## config.mk

```make
export PLATFORM = sky130hd
export DESIGN_NAME = flat_json_object_parser_top
export DESIGN_NICKNAME = d
export VERILOG_FILES = /design/src/hdl/fjop_pkg.sv /design/src/hdl/flat_json_object_parser_top.sv /design/src/hdl/fjop_step.sv
export SDC_FILE = /design/constraint.sdc
export NUM_CORES = 1
export LEC_CHECK = 0
export ABC_AREA = 1
export BUFFER_PORTS_ARGS = -buffer_cell sky130_fd_sc_hd__clkbuf_2
export CAP_MARGIN = 5
export CORE_MARGIN = 2
export CORE_UTILIZATION = 45
export CTS_CLUSTER_DIAMETER = 30
export DETAILED_ROUTE_END_ITERATION = 8
export PLACE_DENSITY_LB_ADDON = 0.1
export SYNTH_ARGS = -nofsm -noshare
export SYNTH_HDL_FRONTEND = slang
export SYNTH_SLANG_ARGS = --single-unit
```

## constraint.sdc

```tcl
create_clock -name clk -period 2 [get_ports clk]
set_input_delay 0.6 -clock clk [delete_from_list [all_inputs] [get_ports clk]]
set_output_delay 0.6 -clock clk [all_outputs]
set_load 0.02 [all_outputs]
```

## src/hdl/fjop_pkg.sv

```systemverilog
// Shared codes, types and helper functions for the flat JSON object parser.
package fjop_pkg;

  // Parse phases
  localparam logic [3:0] PH_OPEN        = 4'd0;
  localparam logic [3:0] PH_FIRST       = 4'd1;
  localparam logic [3:0] PH_STRING      = 4'd2;
  localparam logic [3:0] PH_ESCAPE      = 4'd3;
  localparam logic [3:0] PH_HEX         = 4'd4;
  localparam logic [3:0] PH_COLON       = 4'd5;
  localparam logic [3:0] PH_VALUE_QUOTE = 4'd6;
  localparam logic [3:0] PH_SEPARATOR   = 4'd7;
  localparam logic [3:0] PH_KEY_QUOTE   = 4'd8;
  localparam logic [3:0] PH_DONE        = 4'd9;

  // Result kinds
  localparam logic [2:0] KIND_KEY_CHAR = 3'd0;
  localparam logic [2:0] KIND_VAL_CHAR = 3'd1;
  localparam logic [2:0] KIND_KEY_END  = 3'd2;
  localparam logic [2:0] KIND_VAL_END  = 3'd3;
  localparam logic [2:0] KIND_ACCEPT   = 3'd4;
  localparam logic [2:0] KIND_REJECT   = 3'd5;

  // Input command codes
  localparam logic CMD_DATA = 1'b0;
  localparam logic CMD_END  = 1'b1;

  localparam logic [15:0] HEX_ASCII_MAX = 16'h007F;
  localparam logic [7:0]  CHAR_SUBST    = 8'h3F;  // '?'

  typedef struct packed {
    logic [3:0]  phase;
    logic        is_key;
    logic [15:0] hex_acc;
    logic [1:0]  hex_cnt;
    logic        err;
  } parse_state_t;

  typedef struct packed {
    logic       emit;
    logic [2:0] kind;
    logic [7:0] chr;
  } parse_result_t;

  localparam parse_state_t STATE_RESET = '{
    phase:   PH_OPEN,
    is_key:  1'b0,
    hex_acc: 16'h0000,
    hex_cnt: 2'd0,
    err:     1'b0
  };

  function automatic logic is_blank(input logic [7:0] b);
    return b inside {8'h20, [8'h09:8'h0D]};
  endfunction

  // Bit 4 flags a valid hex digit, bits 3:0 give its value.
  function automatic logic [4:0] hex_digit(input logic [7:0] b);
    logic [4:0] r;
    r = 5'd0;
    if (b inside {[8'h30:8'h39]}) begin
      r = {1'b1, b[3:0]};
    end else if (b inside {[8'h61:8'h66], [8'h41:8'h46]}) begin
      r = {1'b1, 4'(b[3:0] + 4'd9)};
    end
    return r;
  endfunction

endpackage

```

## src/hdl/flat_json_object_parser_top.sv

```systemverilog
// Top level of the streaming flat JSON object parser.
//
// Usage:
//   Input channel (in_valid/in_ready): one transaction per byte; in_cmd = 0
//   carries a data byte in in_byte, in_cmd = 1 marks end of object.
//   Result channel (out_valid/out_ready): zero or one transaction per input
//   transaction - key/value characters, key/value end markers, and one
//   accept or reject per end-of-object.
// Timing:
//   A byte is captured in the input register, then the phase logic writes
//   its result into the output register. Throughput is one byte per cycle
//   unless out_ready stalls the output; the only loop is the parse state
//   register updated by one short transition step.
// Reset (rst_n low, synchronous): both registers empty, parser back to
//   waiting for the opening brace, error flag clear.
// Stall: while out_valid is held off by out_ready, the input register
//   still takes one byte; further bytes wait with in_ready low. No
//   transaction is dropped or repeated.
module flat_json_object_parser_top
  import fjop_pkg::*;
(
  input  logic       clk,
  input  logic       rst_n,
  input  logic       in_valid,
  output logic       in_ready,
  input  logic       in_cmd,
  input  logic [7:0] in_byte,
  output logic       out_valid,
  input  logic       out_ready,
  output logic [2:0] out_kind,
  output logic [7:0] out_char
);

  // input register
  logic       s1_valid_r;
  logic       s1_cmd_r;
  logic [7:0] s1_byte_r;

  // parse state and output register
  parse_state_t  state_r;
  parse_state_t  state_nxt;
  parse_result_t res;
  logic          out_valid_r;
  logic [2:0]    out_kind_r;
  logic [7:0]    out_char_r;

  logic advance;

  // The held byte moves on once the output register is free or draining.
  assign advance  = s1_valid_r && (!out_valid_r || out_ready);
  assign in_ready = !s1_valid_r || advance;

  fjop_step u_step (
    .cur     (state_r),
    .cmd     (s1_cmd_r),
    .in_byte (s1_byte_r),
    .nxt     (state_nxt),
    .res     (res)
  );

  always_ff @(posedge clk) begin
    if (!rst_n) begin
      s1_valid_r <= 1'b0;
    end else if (in_ready) begin
      s1_valid_r <= in_valid;
    end
  end

  always_ff @(posedge clk) begin
    if (in_valid && in_ready) begin
      s1_cmd_r  <= in_cmd;
      s1_byte_r <= in_byte;
    end
  end

  always_ff @(posedge clk) begin
    if (!rst_n) begin
      state_r     <= STATE_RESET;
      out_valid_r <= 1'b0;
    end else if (advance) begin
      state_r     <= state_nxt;
      out_valid_r <= res.emit;
    end else if (out_ready) begin
      out_valid_r <= 1'b0;
    end
  end

  always_ff @(posedge clk) begin
    if (advance && res.emit) begin
      out_kind_r <= res.kind;
      out_char_r <= res.chr;
    end
  end

  assign out_valid = out_valid_r;
  assign out_kind  = out_kind_r;
  assign out_char  = out_char_r;

endmodule

```

## src/hdl/fjop_step.sv

```systemverilog
// Per-byte transition of the parser: next state and optional result.
module fjop_step
  import fjop_pkg::*;
(
  input  parse_state_t  cur,
  input  logic          cmd,
  input  logic [7:0]    in_byte,
  output parse_state_t  nxt,
  output parse_result_t res
);

  logic [4:0]  hd;
  logic [15:0] acc_shift;

  assign hd        = hex_digit(in_byte);
  assign acc_shift = {cur.hex_acc[11:0], hd[3:0]};

  always_comb begin
    nxt      = cur;
    res.emit = 1'b0;
    res.kind = KIND_KEY_CHAR;
    res.chr  = 8'h00;

    if (cmd == CMD_END) begin
      nxt      = STATE_RESET;
      res.emit = 1'b1;
      res.kind = (!cur.err && cur.phase == PH_DONE) ? KIND_ACCEPT : KIND_REJECT;
    end else if (!cur.err) begin
      case (cur.phase)
        PH_OPEN: begin
          if (in_byte == 8'h7B) begin
            nxt.phase = PH_FIRST;
          end else if (!is_blank(in_byte)) begin
            nxt.err = 1'b1;
          end
        end
        PH_FIRST, PH_KEY_QUOTE: begin
          if (in_byte == 8'h22) begin
            nxt.is_key = 1'b1;
            nxt.phase  = PH_STRING;
          end else if (in_byte == 8'h7D && cur.phase == PH_FIRST) begin
            nxt.phase = PH_DONE;
          end else if (!is_blank(in_byte)) begin
            nxt.err = 1'b1;
          end
        end
        PH_STRING: begin
          if (in_byte == 8'h22) begin
            nxt.phase = cur.is_key ? PH_COLON : PH_SEPARATOR;
            res.emit  = 1'b1;
            res.kind  = cur.is_key ? KIND_KEY_END : KIND_VAL_END;
          end else if (in_byte == 8'h5C) begin
            nxt.phase = PH_ESCAPE;
          end else begin
            res.emit = 1'b1;
            res.kind = cur.is_key ? KIND_KEY_CHAR : KIND_VAL_CHAR;
            res.chr  = in_byte;
          end
        end
        PH_ESCAPE: begin
          nxt.phase = PH_STRING;
          res.kind  = cur.is_key ? KIND_KEY_CHAR : KIND_VAL_CHAR;
          res.emit  = 1'b1;
          case (in_byte)
            8'h5C, 8'h22, 8'h2F: res.chr = in_byte;
            8'h62:               res.chr = 8'h08;  // b
            8'h66:               res.chr = 8'h0C;  // f
            8'h6E:               res.chr = 8'h0A;  // n
            8'h72:               res.chr = 8'h0D;  // r
            8'h74:               res.chr = 8'h09;  // t
            8'h75: begin                           // u
              res.emit    = 1'b0;
              nxt.hex_acc = 16'h0000;
              nxt.hex_cnt = 2'd0;
              nxt.phase   = PH_HEX;
            end
            default: begin
              res.emit = 1'b0;
              nxt.err  = 1'b1;
            end
          endcase
        end
        PH_HEX: begin
          if (!hd[4]) begin
            nxt.err = 1'b1;
          end else begin
            nxt.hex_acc = acc_shift;
            if (cur.hex_cnt != 2'd3) begin
              nxt.hex_cnt = cur.hex_cnt + 2'd1;
            end else begin
              nxt.hex_cnt = 2'd0;
              nxt.phase   = PH_STRING;
              res.emit    = 1'b1;
              res.kind    = cur.is_key ? KIND_KEY_CHAR : KIND_VAL_CHAR;
              res.chr     = (acc_shift <= HEX_ASCII_MAX) ? acc_shift[7:0] : CHAR_SUBST;
            end
          end
        end
        PH_COLON: begin
          if (in_byte == 8'h3A) begin
            nxt.phase = PH_VALUE_QUOTE;
          end else if (!is_blank(in_byte)) begin
            nxt.err = 1'b1;
          end
        end
        PH_VALUE_QUOTE: begin
          if (in_byte == 8'h22) begin
            nxt.is_key = 1'b0;
            nxt.phase  = PH_STRING;
          end else if (!is_blank(in_byte)) begin
            nxt.err = 1'b1;
          end
        end
        PH_SEPARATOR: begin
          if (in_byte == 8'h7D) begin
            nxt.phase = PH_DONE;
          end else if (in_byte == 8'h2C) begin
            nxt.phase = PH_KEY_QUOTE;
          end else if (!is_blank(in_byte)) begin
            nxt.err = 1'b1;
          end
        end
        PH_DONE: begin
          if (!is_blank(in_byte)) begin
            nxt.err = 1'b1;
          end
        end
        default: begin
          nxt.err = 1'b1;
        end
      endcase
    end
  end

endmodule

```

==> out/qor.yml <==
status: "finished, final reports clean"
yosys.area_share.simple: 0.409
num_antenna_cells: 0
grt.total_usage: 0.246
synth.ff_latch_count: 42
finalSetupViolations: 0
hp-start: "in_byte[2]"
drt_pass1_iterations: 5
synth_edf_count: 20
synth_area_um2: 2780
ant_nets: 0
holdPathEnd: "s1_byte_r[2]"
finalHoldViolCount: 0
hpwl_um: 6080
synth_top_family_by_area: "simple AND/OR/NAND/NOR gates"
drv_cap: 0
p_int_mw: 1.55
hold_buffers: 0
drt_wl_total_um: 7990
syn_avg_cell_area_um2: 6.98
clk_path_buf_depth: 2
period_needed_ns: 1.98
hold_path.class: "in2reg"
seq_area_frac_synth: 0.374
syn_inst: 399
critPathMaxFanout: 6
r2r_start: "s1_byte_r[2]"
clock.fmax_ghz: 0.504
hold_depth: 1
end_kind: "flip-flop"
clkTransAtPathRegs_ns: 0.11
critical_path_arrival_ns: 2.23
timing.rr.end: "state_r[4]"
vias: 2923
synth_compound_area_frac: 0.112
initialDrtViolationCount: 272
fp.dieH_um: 82.7
viasPerCell: 5.26
fin_ws_ns: 0.0170
num_rows: 28
post_drt_wl_per_cell_um: 14.4
p_comb_frac: 0.261
fillCellCount: 543
synth_fa_ha_area_frac: 0.0225
dp_cells: 537
r2r_cells: 11
die_w_um: 82.7
core_area_um2: 5960
pre_cts_ws_ns: -0.0966
drive_gt1_frac: 0.358
synth-xor-area-share: 0
htree_levels: 2
leakage_nw: 1.71
tightest_slew_ns: 0.348
skew_ns: 0.0211
r2r_slack_ns: 0.02
synth.distinct_cells: 33
switchingPower_uw: 780
grt_overflow: 0
place_congestion: 0.933
root_buffer: "clkbuf_8"
numCtsBuffers: 5
grt_pass1_vias: 2725
fin_crit_sh: 0.991
antenna_found_initial: 0
synthMuxAreaShare: 0
synth_nets: 417
fin_cells: 556
rsz0062_at_grt: "yes"
async_flop_share: 0
yosysWarningCount: 0
dieArea_um2: 6830
route.detailed.drc: 0
io_pins: 26
grt_pass1_wl_um: 12700
portBuffers: 25
clock_power_share: 0.320
slew-limit-headroom: 0.768
synth_flop_cell: "dfxtp_1"
nets: 498
ir_drop_mv: 0.406
power.total_mw: 2.33
hold_ws_ns: 0.445
start_util: 0.467
seqPwrFrac: 0.419
cp-start-kind: "flip-flop"
drv_slew: 0
tritoncts: "built"
grt_max_degree: 16
clkLatencyLatePin_ns: 0.32
synthToLayoutAreaGrowth_pct: 32.7
powerDensity_nw_per_um2: 630
worstSetupPathType: "reg2reg"
sw_frac_of_total: 0.335
cp.required_ns: 2.24
clkSinkCount: 42
state kept, by name, summed over array words and instances (netlist names):
signal / flops
out_char: 8
out_kind: 3
out_valid: 1
s1_byte_r: 8
s1_cmd_r: 1
s1_valid_r: 1
state_r: 20
power by group through the flow:
stage	combinational, mW	clock [mW]	sequential (mW)
after floorplan	0.346	0	0.999
final	0.606	0.744	0.975
after CTS	0.524	0.756	0.975
after global placement	0.514	0	0.994
after detailed placement	0.515	0	0.995
after global routing	0.676	0.777	0.981
worst max-delay path, stage by stage, from the launching register on:
cell and delay (ns):
edfxtp_1 0.54, buf_4 0.20, nand2_1 0.07, nor2_1 0.19, nand2_2 0.08, nand2_2 0.07
nand3_2 0.06, nand2_2 0.09, nand4_2 0.16, buf_4 0.19, o21a_1 0.16, nor2_1 0.08
cells by family after synthesis:
logic type	Yosys count
AND/OR/NAND/NOR	245
adder cells (fa/ha/maj)	5
buffers and inverters	56
AO/OA/AOI/OAI	51
flip-flops	42
through the flow:
stage                     instance area, µm²   TNS (ns)  utilization
final                                   3690          0        0.620
after global routing                    3690     -0.729        0.620
after CTS                               3440  -0.000287        0.578
after detailed placement                3300     -0.514        0.553
after global placement                  3300          0        0.553
after floorplan                         2790          0            -
per-layer routing:
layer / track usage / up-vias / share of wire
met3: 0.0478 / 30 / 0.059
met1: 0.311 / 1331 / 0.42
met4: 0.0951 / 0 / 0.036
met2: 0.415 / 106 / 0.48
li1: - / 1456 / -
met5: 0 / - / 0
final cells by class:
cell class / count / area (µm²) / share of cell area
inverter: 51 / 199 / 0.0539
sequential: 42 / 1040 / 0.282
clock buffer: 5 / 68.8 / 0.0186
multi-input combinational: 302 / 1700 / 0.461
tap: 75 / 93.8 / 0.0254
timing repair buffer: 78 / 538 / 0.146
clock inverter: 3 / 48.8 / 0.0132
synthesized netlist by cell type (2+ instances only):
cell,instances,share of area
nand2_1,117,0.16
nor2_1,49,0.066
inv_1,43,0.058
nand3_1,36,0.065
dfxtp_1,22,0.16
edfxtp_1,20,0.22
a21oi_1,16,0.029
nand2_2,16,0.036
o21ai_0,16,0.029
a21oi_2,10,0.031
nand4_1,8,0.018
inv_2,7,0.0094
ha_1,5,0.022
nand3_2,5,0.018
nor2_2,4,0.0090
nor2_4,3,0.012
a22oi_1,2,0.0054
buf_6,2,0.0081
nor3_1,2,0.0036
o21a_1,2,0.0054
o21bai_1,2,0.0054
worst max path at each step:
stage | start | endpoint | slack (ns) | depth (start not counted)
3_5_place_dp | s1_byte_r[0] | out_char[7] | -0.1 | 10
6_report | s1_byte_r[2] | state_r[4] | 0.02 | 11
2_1_floorplan | s1_byte_r[0] | out_char[0] | 0.03 | 12
3_3_place_gp | s1_byte_r[0] | out_char[3] | 0.005 | 11
5_1_grt | s1_byte_r[2] | state_r[5] | -0.09 | 11
4_1_cts | s1_byte_r[0] | state_r[20] | -0.0003 | 13
cells in the final DEF, fill, tap and decap left out, types with 2 or more instances in the layout:
cell type / instances
ha_4: 3
nand2_2: 23
o21bai_1: 2
inv_1: 37
dfxtp_1: 22
nor2_1: 46
buf_4: 49
clkbuf_2: 25
nand3_1: 30
edfxtp_1: 20
nor3_1: 2
buf_6: 4
o21ai_2: 2
nand2_1: 107
a22oi_1: 2
o21ai_1: 6
o21ai_0: 9
nor2_2: 4
nand4_1: 8
nor2_4: 6
o21a_1: 2
a21oi_1: 13
inv_2: 11
a21oi_2: 13
nand3_2: 8
clkbuf_8: 5
nand3_4: 4
nand2_4: 5
repair_timing:
action	CTS	global route
buffers inserted	0	10
endpoints found under the setup margin	21	40
resized for setup	8	53
pin swaps	1	16
gates cloned	1	0
Power figures use the tool's default switching activity.
